File: config.mk
export PLATFORM = sky130hd
export DESIGN_NAME = dns_query_message_encoder
export DESIGN_NICKNAME = d
export VERILOG_FILES = /design/src/rtl/dqme_pkg.sv /design/src/rtl/dqme_ctrl.sv /design/src/rtl/dqme_dp.sv /design/src/rtl/dns_query_message_encoder.sv
export SDC_FILE = /design/constraint.sdc
export NUM_CORES = 1
export LEC_CHECK = 0
export ABC_AREA = 1
export BUFFER_PORTS_ARGS = -buffer_cell sky130_fd_sc_hd__buf_2
export CAP_MARGIN = 40
export CORE_UTILIZATION = 40
export DETAILED_ROUTE_END_ITERATION = 12
export PLACE_DENSITY = 0.52
export SLEW_MARGIN = 5
export SYNTH_ARGS = -nofsm -noshare
export SYNTH_HDL_FRONTEND = slang
export SYNTH_SLANG_ARGS = --single-unit
export TNS_END_PERCENT = 100
File: constraint.sdc
create_clock -name clk_i -period 6.8 [get_ports clk_i]
set_input_delay 0.68 -clock clk_i [delete_from_list [all_inputs] [get_ports clk_i]]
set_output_delay 0.68 -clock clk_i [all_outputs]
set_load 0.005 [all_outputs]
File: src/rtl/dqme_pkg.sv
// ----------------------------------------------------------------------------
// dqme_pkg: shared types and constants of the DNS query message encoder
// Holds the byte source codes, register indexes and the control and status
// structs that join the controller to the datapath.
// ----------------------------------------------------------------------------
package dqme_pkg;

  localparam logic [7:0]  DOT_CHAR  = 8'h2E;
  localparam logic [15:0] HDR_FLAGS = 16'h0100;
  localparam logic [15:0] HDR_QDCNT = 16'h0001;

  localparam int unsigned CFG_IDX_W  = 2;
  localparam int unsigned CFG_DATA_W = 16;

  localparam logic [CFG_IDX_W-1:0] REG_QUERY_ID = 2'd0;
  localparam logic [CFG_IDX_W-1:0] REG_QTYPE    = 2'd1;
  localparam logic [CFG_IDX_W-1:0] REG_QCLASS   = 2'd2;

  // Header has twelve bytes, the trailer after the zero byte has four.
  localparam logic [3:0] HDR_LAST_IDX  = 4'd11;
  localparam logic [3:0] TAIL_LAST_IDX = 4'd3;

  typedef enum logic [2:0] {
    SRC_HDR,
    SRC_LEN,
    SRC_DATA,
    SRC_ZERO,
    SRC_TAIL
  } src_e;

  typedef struct packed {
    logic       fire;     // output beat loaded this cycle
    src_e       src;      // where the byte comes from
    logic [3:0] idx;      // byte index within header or trailer
    logic       last;     // final byte of the message
    logic       clr_cnt;  // label emitted, empty the label store
  } dqme_cmd_t;

  typedef struct packed {
    logic out_free;  // output register can take a byte this cycle
    logic cnt_zero;  // label store is empty
    logic rd_last;   // byte shown as label data is the final one
  } dqme_sts_t;

endpackage

File: src/rtl/dqme_ctrl.sv
// ----------------------------------------------------------------------------
// dqme_ctrl: message sequencer
// Walks through header, label length, label data, zero byte and trailer,
// one byte per free output slot, and decides what follows each character.
// ----------------------------------------------------------------------------
module dqme_ctrl (
  input  logic               clk_i,
  input  logic               rst_ni,
  input  logic               in_valid_i,
  input  logic [7:0]         in_char_i,
  input  logic               in_end_i,
  output logic               in_ready_o,
  input  dqme_pkg::dqme_sts_t sts_i,
  output dqme_pkg::dqme_cmd_t cmd_o
);
  import dqme_pkg::*;

  typedef enum logic [2:0] {
    ST_IDLE,
    ST_DECIDE,
    ST_HDR,
    ST_LEN,
    ST_DATA,
    ST_ZERO,
    ST_TAIL
  } state_e;

  state_e     state_q, state_d;
  logic [3:0] idx_q, idx_d;
  logic       in_msg_q, in_msg_d;
  logic       dot_q, dot_d;
  logic       end_q, end_d;
  logic       accept;
  logic       fire;
  state_e     after_hdr;

  assign accept     = in_valid_i && (state_q == ST_IDLE);
  assign in_ready_o = (state_q == ST_IDLE);

  // What follows once the header (if any) is out.
  always_comb begin
    if ((dot_q || end_q) && !sts_i.cnt_zero) begin
      after_hdr = ST_LEN;
    end else if (end_q) begin
      after_hdr = ST_ZERO;
    end else begin
      after_hdr = ST_IDLE;
    end
  end

  always_comb begin
    cmd_o         = '0;
    cmd_o.src     = SRC_HDR;
    cmd_o.idx     = idx_q;
    case (state_q)
      ST_HDR:  cmd_o.src = SRC_HDR;
      ST_LEN:  cmd_o.src = SRC_LEN;
      ST_DATA: cmd_o.src = SRC_DATA;
      ST_ZERO: cmd_o.src = SRC_ZERO;
      ST_TAIL: cmd_o.src = SRC_TAIL;
      default: cmd_o.src = SRC_HDR;
    endcase
    fire = sts_i.out_free &&
           (state_q == ST_HDR || state_q == ST_LEN || state_q == ST_DATA ||
            state_q == ST_ZERO || state_q == ST_TAIL);
    cmd_o.fire    = fire;
    cmd_o.last    = (state_q == ST_TAIL) && (idx_q == TAIL_LAST_IDX);
    cmd_o.clr_cnt = fire && (state_q == ST_DATA) && sts_i.rd_last;
  end

  always_comb begin
    state_d  = state_q;
    idx_d    = idx_q;
    in_msg_d = in_msg_q;
    dot_d    = dot_q;
    end_d    = end_q;
    case (state_q)
      ST_IDLE: begin
        if (accept) begin
          dot_d   = (in_char_i == DOT_CHAR);
          end_d   = in_end_i;
          state_d = ST_DECIDE;
        end
      end
      ST_DECIDE: begin
        idx_d = '0;
        if (!in_msg_q) begin
          in_msg_d = 1'b1;
          state_d  = ST_HDR;
        end else begin
          state_d = after_hdr;
        end
      end
      ST_HDR: begin
        if (fire) begin
          idx_d = idx_q + 4'd1;
          if (idx_q == HDR_LAST_IDX) begin
            state_d = after_hdr;
          end
        end
      end
      ST_LEN: begin
        if (fire) begin
          state_d = ST_DATA;
        end
      end
      ST_DATA: begin
        if (fire && sts_i.rd_last) begin
          state_d = end_q ? ST_ZERO : ST_IDLE;
        end
      end
      ST_ZERO: begin
        if (fire) begin
          idx_d   = '0;
          state_d = ST_TAIL;
        end
      end
      ST_TAIL: begin
        if (fire) begin
          idx_d = idx_q + 4'd1;
          if (idx_q == TAIL_LAST_IDX) begin
            in_msg_d = 1'b0;
            state_d  = ST_IDLE;
          end
        end
      end
      default: state_d = ST_IDLE;
    endcase
  end

  always_ff @(posedge clk_i or negedge rst_ni) begin
    if (!rst_ni) begin
      state_q  <= ST_IDLE;
      idx_q    <= '0;
      in_msg_q <= 1'b0;
      dot_q    <= 1'b0;
      end_q    <= 1'b0;
    end else begin
      state_q  <= state_d;
      idx_q    <= idx_d;
      in_msg_q <= in_msg_d;
      dot_q    <= dot_d;
      end_q    <= end_d;
    end
  end

endmodule

File: src/rtl/dqme_dp.sv
// ----------------------------------------------------------------------------
// dqme_dp: encoder datapath
// Configuration registers, label store with its fill count, sticky
// truncation flag, label read port and the output beat register.
// ----------------------------------------------------------------------------
module dqme_dp #(
  parameter int unsigned LABEL_MAX = 32
) (
  input  logic                                clk_i,
  input  logic                                rst_ni,
  input  logic                                cfg_we_i,
  input  logic [dqme_pkg::CFG_IDX_W-1:0]      cfg_idx_i,
  input  logic [dqme_pkg::CFG_DATA_W-1:0]     cfg_data_i,
  input  logic                                in_accept_i,
  input  logic [7:0]                          in_char_i,
  input  dqme_pkg::dqme_cmd_t                 cmd_i,
  output dqme_pkg::dqme_sts_t                 sts_o,
  input  logic                                out_ready_i,
  output logic                                out_valid_o,
  output logic [7:0]                          out_byte_o,
  output logic                                out_last_o,
  output logic                                out_trunc_o
);
  import dqme_pkg::*;

  localparam int unsigned CNT_W = $clog2(LABEL_MAX + 1);
  localparam int unsigned IDX_W = (LABEL_MAX > 1) ? $clog2(LABEL_MAX) : 1;

  logic [15:0]      qid_q, qtype_q, qclass_q;
  logic [7:0]       mem [LABEL_MAX];
  logic [CNT_W-1:0] cnt_q, cnt_d;
  logic [CNT_W-1:0] rd_idx_q, rd_idx_d;
  logic [7:0]       rd_data_q;
  logic             rd_en;
  logic [CNT_W-1:0] rd_addr;
  logic             trunc_q, trunc_d;
  logic             wr_en;
  logic             out_valid_q;
  logic [7:0]       out_byte_q;
  logic             out_last_q;
  logic             out_trunc_q;
  logic [7:0]       byte_sel;

  always_ff @(posedge clk_i or negedge rst_ni) begin
    if (!rst_ni) begin
      qid_q    <= 16'd0;
      qtype_q  <= 16'd1;
      qclass_q <= 16'd1;
    end else if (cfg_we_i) begin
      case (cfg_idx_i)
        REG_QUERY_ID: qid_q    <= cfg_data_i;
        REG_QTYPE:    qtype_q  <= cfg_data_i;
        REG_QCLASS:   qclass_q <= cfg_data_i;
        default:      ;
      endcase
    end
  end

  // Characters other than the dot go to the store while it has room.
  always_comb begin
    cnt_d   = cnt_q;
    trunc_d = trunc_q;
    wr_en   = 1'b0;
    if (in_accept_i && in_char_i != DOT_CHAR) begin
      if (cnt_q < CNT_W'(LABEL_MAX)) begin
        wr_en = 1'b1;
        cnt_d = cnt_q + 1'b1;
      end else begin
        trunc_d = 1'b1;
      end
    end
    if (cmd_i.clr_cnt) begin
      cnt_d = '0;
    end
  end

  always_ff @(posedge clk_i) begin
    if (wr_en) begin
      mem[cnt_q[IDX_W-1:0]] <= in_char_i;
    end
  end

  // The length beat prefetches entry zero; each data beat fetches the next.
  always_comb begin
    rd_en    = 1'b0;
    rd_addr  = rd_idx_q;
    rd_idx_d = rd_idx_q;
    if (cmd_i.fire && cmd_i.src == SRC_LEN) begin
      rd_en    = 1'b1;
      rd_addr  = '0;
      rd_idx_d = CNT_W'(1);
    end else if (cmd_i.fire && cmd_i.src == SRC_DATA) begin
      rd_en    = 1'b1;
      rd_idx_d = rd_idx_q + 1'b1;
    end
  end

  always_ff @(posedge clk_i) begin
    if (rd_en) begin
      rd_data_q <= mem[rd_addr[IDX_W-1:0]];
    end
  end

  always_comb begin
    case (cmd_i.src)
      SRC_HDR: begin
        case (cmd_i.idx)
          4'd0:    byte_sel = qid_q[15:8];
          4'd1:    byte_sel = qid_q[7:0];
          4'd2:    byte_sel = HDR_FLAGS[15:8];
          4'd3:    byte_sel = HDR_FLAGS[7:0];
          4'd4:    byte_sel = HDR_QDCNT[15:8];
          4'd5:    byte_sel = HDR_QDCNT[7:0];
          default: byte_sel = 8'h00;
        endcase
      end
      SRC_LEN:  byte_sel = {{(8 - CNT_W){1'b0}}, cnt_q};
      SRC_DATA: byte_sel = rd_data_q;
      SRC_TAIL: begin
        case (cmd_i.idx)
          4'd0:    byte_sel = qtype_q[15:8];
          4'd1:    byte_sel = qtype_q[7:0];
          4'd2:    byte_sel = qclass_q[15:8];
          default: byte_sel = qclass_q[7:0];
        endcase
      end
      default:  byte_sel = 8'h00;
    endcase
  end

  always_ff @(posedge clk_i or negedge rst_ni) begin
    if (!rst_ni) begin
      cnt_q       <= '0;
      rd_idx_q    <= '0;
      trunc_q     <= 1'b0;
      out_valid_q <= 1'b0;
    end else begin
      cnt_q    <= cnt_d;
      rd_idx_q <= rd_idx_d;
      trunc_q  <= trunc_d;
      if (cmd_i.fire) begin
        out_valid_q <= 1'b1;
      end else if (out_ready_i) begin
        out_valid_q <= 1'b0;
      end
    end
  end

  always_ff @(posedge clk_i) begin
    if (cmd_i.fire) begin
      out_byte_q  <= byte_sel;
      out_last_q  <= cmd_i.last;
      out_trunc_q <= trunc_q;
    end
  end

  assign sts_o.out_free = !out_valid_q || out_ready_i;
  assign sts_o.cnt_zero = (cnt_q == '0);
  assign sts_o.rd_last  = (rd_idx_q == cnt_q);

  assign out_valid_o = out_valid_q;
  assign out_byte_o  = out_byte_q;
  assign out_last_o  = out_last_q;
  assign out_trunc_o = out_trunc_q;

endmodule

File: src/rtl/dns_query_message_encoder.sv
// ----------------------------------------------------------------------------
// dns_query_message_encoder: host name to DNS query message byte stream
// Top level joining the message sequencer to the encoder datapath.
// ----------------------------------------------------------------------------
// Usage. Host name characters arrive on the slave stream, one per beat, with
// tlast on the final character. The master stream carries the DNS query
// message one byte per beat, tlast on the last class byte, and tuser gives
// the sticky truncation flag as it stood after the character that caused the
// byte. The first character of a name produces the 12-byte header. A dot or
// the final character closes the open label and sends its length byte and
// its bytes; empty labels send nothing. The final character then adds a
// zero byte, the question type and the question class, both big-endian.
// Characters beyond LABEL_MAX in one label are dropped and set the flag.
// Timing. One character is taken at a time: a plain character passes through
// the accept and decide states before the next one is taken. Each byte that a
// character causes is loaded into the output register when the register is
// free, the first one after the decide state, and each label byte is read
// from the store while the byte before it is loaded.
// Stalls. A low m_axis_tready freezes the output register and the sequencer;
// s_axis_tready stays low until the last byte of the current character is
// loaded into the output register. Reset clears the sequencer, the label
// count and the flag and sets id 0, type 1, class 1. Registers are written
// through cfg_we_i, cfg_idx_i (0 id, 1 type, 2 class) and cfg_data_i; the user
// must write them only while idle, which the block itself does not enforce.
// ----------------------------------------------------------------------------
module dns_query_message_encoder #(
  parameter int unsigned LABEL_MAX = 32
) (
  input  logic                            clk_i,
  input  logic                            rst_ni,
  input  logic                            cfg_we_i,
  input  logic [dqme_pkg::CFG_IDX_W-1:0]  cfg_idx_i,
  input  logic [dqme_pkg::CFG_DATA_W-1:0] cfg_data_i,
  input  logic                            s_axis_tvalid,
  output logic                            s_axis_tready,
  input  logic [7:0]                      s_axis_tdata,   // [7:0] name_char
  input  logic                            s_axis_tlast,   // name_end
  output logic                            m_axis_tvalid,
  input  logic                            m_axis_tready,
  output logic [7:0]                      m_axis_tdata,   // [7:0] out_byte
  output logic                            m_axis_tlast,   // out_last
  output logic                            m_axis_tuser    // [0] label_truncated
);
  import dqme_pkg::*;

  dqme_cmd_t cmd;
  dqme_sts_t sts;
  logic      in_accept;

  // The sequencer only raises ready when idle, so accept is the handshake.
  assign in_accept = s_axis_tvalid && s_axis_tready;

  dqme_ctrl u_ctrl (
    .clk_i      (clk_i),
    .rst_ni     (rst_ni),
    .in_valid_i (s_axis_tvalid),
    .in_char_i  (s_axis_tdata),
    .in_end_i   (s_axis_tlast),
    .in_ready_o (s_axis_tready),
    .sts_i      (sts),
    .cmd_o      (cmd)
  );

  dqme_dp #(
    .LABEL_MAX (LABEL_MAX)
  ) u_dp (
    .clk_i       (clk_i),
    .rst_ni      (rst_ni),
    .cfg_we_i    (cfg_we_i),
    .cfg_idx_i   (cfg_idx_i),
    .cfg_data_i  (cfg_data_i),
    .in_accept_i (in_accept),
    .in_char_i   (s_axis_tdata),
    .cmd_i       (cmd),
    .sts_o       (sts),
    .out_ready_i (m_axis_tready),
    .out_valid_o (m_axis_tvalid),
    .out_byte_o  (m_axis_tdata),
    .out_last_o  (m_axis_tlast),
    .out_trunc_o (m_axis_tuser)
  );

endmodule

Word level (Yosys, flattened, before mapping):

Memories as Yosys holds them, arrays and structs flattened. A register that Yosys moved wholly into a read port is not among the register bits.
Index checks and enable logic that the tools add are counted.

* add/sub/neg operators: 3
* $lt $le $gt $ge: 1
* eq/ne operators: 28
* multiplexer cells: 36
* bitwise operators: 1
* reduce and logical (&&, ||, !) cells: 40

Operators with widths (count)
* $pmux W8 S3: 2
* $mux W3: 11
* $pmux W8 S4: 1
* $mux W6: 5
* $pmux W3 S7: 1
* $add A6 B1 Y6 const B: 2
* $eq A3 B3 Y1 const B: 4
* $ne A2 B1 Y1 const B: 6
* $pmux W3 S4: 1
* $pmux W4 S3: 1
* $reduce_and A2 Y1: 6
* $logic_and A1 B1 Y1: 10
* $mux W1: 10
* $reduce_bool A2 Y1: 5
* $eq A3 B2 Y1 const B: 3
* $eq A4 B2 Y1 const B: 2
* $eq A8 B6 Y1 const B: 1
* $mux W4: 2
* $ne A8 B6 Y1 const B: 1
* $reduce_and A8 Y1: 1
* $eq A3 B1 Y1 const B: 2
* $eq A6 B6 Y1: 1
* $logic_not A3 Y1: 2
* $logic_not A6 Y1: 1
* 18 further kinds: 28

* register bits after elaboration: 82
* RAM bits: 256
* input port bits: 32
* output and inout bits: 12
* word-level logic and storage cells: 125
* memories: 1

Memories
* u_dp.mem: words 32, bits a word 8, rd ports 1, clocked after memory_dff 1, write ports 1, line dqme_dp.sv:30 `logic [7:0] mem [LABEL_MAX];`

Logic depth before layout (Yosys ltp):

* word-level depth: 10
* depth in mapped cells: 13
* mapped depth without buffers: 11

Cells and area by module:

From an unflattened synthesis, not the netlist that was laid out.

* cells, all modules: 1505
* area total of the unflattened synthesis: 15745.1 µm²

Modules (own cells, without submodules)
* dqme_dp: instances 1, cells an instance 1394, area each 14958.1 µm², sequential area each 9781.9 µm²
* dqme_ctrl: instances 1, cells an instance 109, area each 779.5 µm², sequential area each 250.2 µm²
* dns_query_message_encoder: instances 1, cells an instance 2, area each 7.5 µm², sequential area each 0.0 µm²

Least setup slack after synthesis:

Ideal clock, no wire load.

* path type: register to register
* from: register u_ctrl.state_q[2]
* to: memory u_dp.mem[31][0] (enable)
* library setup time: 0.383 ns
* arrival: 2.047 ns
* data required time: 6.417 ns
* path slack: 4.369 ns
* cell stages (with the launch flop): 11
* buffers on the path: 1
* clock period less this slack: 2.431 ns
* cells stage by stage: dfrtp_1 buf_4 nor2_1 inv_1 nor2_1 inv_1 nor2_4 nand2_4 nor2_4 nand2_1 nor3_1

* longest elaborated chain between the ends: 6

RTL lines
* start, declared: line dqme_ctrl.sv:28 `state_e state_q, state_d;`
* start signal, assigned: line dqme_ctrl.sv:139 `state_q <= state_d;`
* $logic_not A3 Y1: line dqme_ctrl.sv:38 `assign in_ready_o = (state_q == ST_IDLE);`
* net s_axis_tready: line dns_query_message_encoder.sv:35 `output logic s_axis_tready,`
* $logic_and A1 B1 Y1: line dns_query_message_encoder.sv:51 `assign in_accept = s_axis_tvalid && s_axis_tready;`
* $logic_and A1 B1 Y1: line dqme_dp.sv:64 `if (in_accept_i && in_char_i != DOT_CHAR) begin`
* $mux W1: line dqme_dp.sv:64
* $mux W1: line dqme_dp.sv:78 `if (wr_en) begin`
* $mux W1 (implied by the code): line dqme_dp.sv:79 `mem[cnt_q[IDX_W-1:0]] <= in_char_i;`
* end, declared: line dqme_dp.sv:30

The timed path passes the listed nets, and every way through them passes these cells.

Worst setup path in the final report:

* from: register u_ctrl.state_q[2]
* to: register u_dp.rd_data_q[2] (read register of u_dp.mem), data pin

* longest elaborated chain between the ends: 9
* elaborated cells on any way between the ends: 18
* those cells by class: 7 x eq/ne; 4 x mux; 7 x reduce/logical

RTL lines
* parallel branches: the longest is 9 deep, another holds $pmux W3 S4
* end, declared: line dqme_dp.sv:33 `logic [7:0] rd_data_q;`

Parallel ways; which one is timed is not known.
A chain may end at the register's enable or synchronous reset.

==> run summary <==
status = completed
via count = 10.8k
final std cells w/o fill = 2,055
NetSw = 2.56 mW
Rows = 72
Worst Setup End Kind = flip-flop
Sw Share = 36.9%
Synth Area per Inst = 10.6 sq um
Clk pwr share = 30.5%
chip height = 200 microns
R2R Setup Slk = 3430 ps
Final HPWL DP = 26,100 microns
vias in the first global route = 10.4k
Layout Nets = 1,545
crit-path max FO = 75
Die X-Extent = 200 microns
die area = 0.0398 sq mm
Vias/cell = 5.23
gr usage total = 21.7%
CP Launch Type = flip-flop
register bit total from synthesis = 346
htree depth = 2
Cells after Synth = 1,475
worst hold path class = in2reg
Max Fclk = 0.297 GHz
synthesis-to-layout area growth = 13.1%
main area contributors after synthesis = edfxtp_1 (53%), dfrtp_1 (11%), nand3_1 (8.2%)
area leader, netlist = edfxtp_1
critical path class = reg2reg
port buffer count = 43
Fin. Hold Viols = 0
logic gate share of total power = 30.8%
Bufs on Longest Clock Path = 3
Required @ worst endpoint = 7110 ps
placed cell count = 1,979
Post-Route Utilization = 45.8%
GR Overflow Total = 0
pin count of the biggest net entering global routing = 76
Min-Delay Path Depth = 3
CTS Root Cell = clkbuf_16
Max Slew Vio Count = 0
P_leak = 7.06 nW
Syn. warnings = 0
peak supply drop = 0.209 mV
R2R depth = 8
final setup fails = 0
placed cell area = 0.0164 sq mm
drt pass-1 iters = 5
mapped cell area = 0.0156 sq mm
core area = 0.0386 sq mm
drt drc = 0
cell with the most instances after synthesis = edfxtp_1
# clock sinks = 346
Arr. time, crit path = 3680 ps
worst-skew pair later-pin latency = 570 ps
io pins = 44
Clk pin slew, worst setup/hold paths = 60 ps
share of cells above drive strength 1 = 13.3%
initial core utilization = 40.5%
unrepaired setup endpoints after global routing = no
max cap viols = 0
routed wire length = 42,100 microns
Final period util = 49.5%
Num CTS Buffers = 40
post-synth top area share = 52.7%
Final Wtd Congestion = 0.871
ys flop type = edfxtp_1
most frequent cells after synthesis = edfxtp_1 (274), nand3_1 (255), nand2_1 (236)
Pwr Density = 393 mW/mm^2
Post-synth EDFFs = 274
Mapped Nets = 1,516
Unique masters post-synth = 40
Seq/Total Area, Yosys = 64.2%
Post CTS Setup Buffer Count = 0
Avg WL per Cell = 20.5 microns
Detail Route Antenna Nets = 0
min cycle time layout = 3370 ps
antenna violations before repair = 0
first-pass GRT wire length = 64,000 microns
setup TNS = 0 ps
post-layout instance area = 0.0177 sq mm
Reg power frac = 38.8%
relative slew slack = 42.7%
worst-margin pin slew = 856 ps
CTS tree = done
drt initial violations = 1,002
Worst Skew = 22.8 ps
worst hold margin = 339 ps
Power Internal = 4.38 mW
asr flop ratio synth = 20.8%
==> per-layer routing <==
layer / GRT usage [%] / share of wire (%)
met5: 0 / 0
met4: 7.21 / 2.6
met3: 4.19 / 5.6
met2: 34.4 / 46
met1: 30.0 / 45
==> logic make-up (layout without fill, tap and decap cells) <==
logic type / Yosys count / count (layout) / share of synthesized area (%)
AO/OA/AOI/OAI: 152 / 152 / 6.43
flip-flops: 346 / 346 / 64.2
adder cells (fa/ha/maj): 9 / 9 / 0.721
AND/OR/NAND/NOR: 695 / 695 / 21.3
other: 0 / 1 / 0
XOR/XNOR: 5 / 5 / 0.280
buffers and inverters: 268 / 329 / 7.06
==> worst max-delay path, stage by stage (launching register included) <==
cell and delay, ps:
dfrtp_1 550, nor2_4 140, nand2_4 610, buf_4 750, inv_2 90, nor2_1 430, inv_1 240, nand2_1 130
nand2_1 60
==> worst paths after layout <==
| path | end | startpoint |
|---|---|---|
| hold / removal | u_ctrl.end_q$_DFFE_PN0P_ | s_axis_tlast |
| max in group asynchronous | u_dp.qclass_q[0]$_DFFE_PN1P_ | rst_ni |
| setup reg to reg | u_dp.rd_data_q[2]$_DFFE_PP_ | u_ctrl.state_q[2]$_DFFE_PN0P_ |
| hold reg to reg | u_dp.out_trunc_o$_DFFE_PP_ | u_dp.trunc_q$_DFFE_PN0P_ |
| min in group asynchronous | u_ctrl.end_q$_DFFE_PN0P_ | rst_ni |
| setup / recovery | u_dp.rd_data_q[2]$_DFFE_PP_ | u_ctrl.state_q[2]$_DFFE_PN0P_ |
==> power by group through the flow <==
stage               combinational (mW)  clock (mW)  sequential, mW
global placement                  2.11           0            2.73
detailed placement                2.14           0            2.73
CTS                               2.15        2.16            2.69
global route                      2.37        2.23            2.71
finish                            2.14        2.12            2.69
floorplan                         1.53           0            2.60
==> cells in the final DEF, fill, tap and decap left out, types with 4 or more instances in the layout <==
cell and n:
nor3_1 7, clkbuf_1 11, dfrtp_1 69, nand3_2 6, o2111ai_1 40, buf_4 17
ha_1 9, buf_8 4, xor2_1 4, inv_1 184, or2_2 57, nand3_1 255
clkinv_2 6, a21oi_1 12, buf_2 42, o21ai_0 67, nand2_4 4, nor2_1 79
edfxtp_1 274, clkbuf_16 42, a22o_1 6, nand3b_1 32, nand4_1 12, o211ai_1 12
clkinv_1 7, a22oi_1 5, nand2_1 235
==> flip-flops by register name, indices dropped and copies added (netlist names) <==
register          cells
u_ctrl.state_q        3
u_ctrl.dot_q          1
u_dp.out_byte_o       8
u_ctrl.end_q          1
u_dp.cnt_q            6
u_dp.out_trunc_o      1
u_dp.trunc_q          1
u_dp.mem            256
u_dp.qclass_q        16
u_dp.rd_data_q        8
u_dp.qtype_q         16
u_ctrl.idx_q          4
u_dp.qid_q           16
u_ctrl.in_msg_q       1
u_dp.rd_idx_q         6
u_dp.out_last_o       1
u_dp.out_valid_o      1
==> final cells by class <==
class / instances / area (sq um)
Antenna cell: 1 / 2.50
Clock inverter: 18 / 156
Clock buffer: 56 / 1130
Timing Repair Buffer: 67 / 490
Sequential cell: 346 / 10000
Multi-Input combinational cell: 861 / 4490
Tap cell: 518 / 648
Inverter: 188 / 706
Fill cell: 3693 / 20900
==> timing repair <==
item	CTS	global route
hold endpoints to repair	12	0
hold buffers	1	0
resized for setup	0	0
==> stage by stage <==
step	setup WS, ps	total power, mW
after floorplan	4370	4.13
after global placement	3100	4.84
after detailed placement	3130	4.87
after CTS	3490	7.00
after global routing	3210	7.32
final	3430	6.94
(Power assumes the default switching activity.)
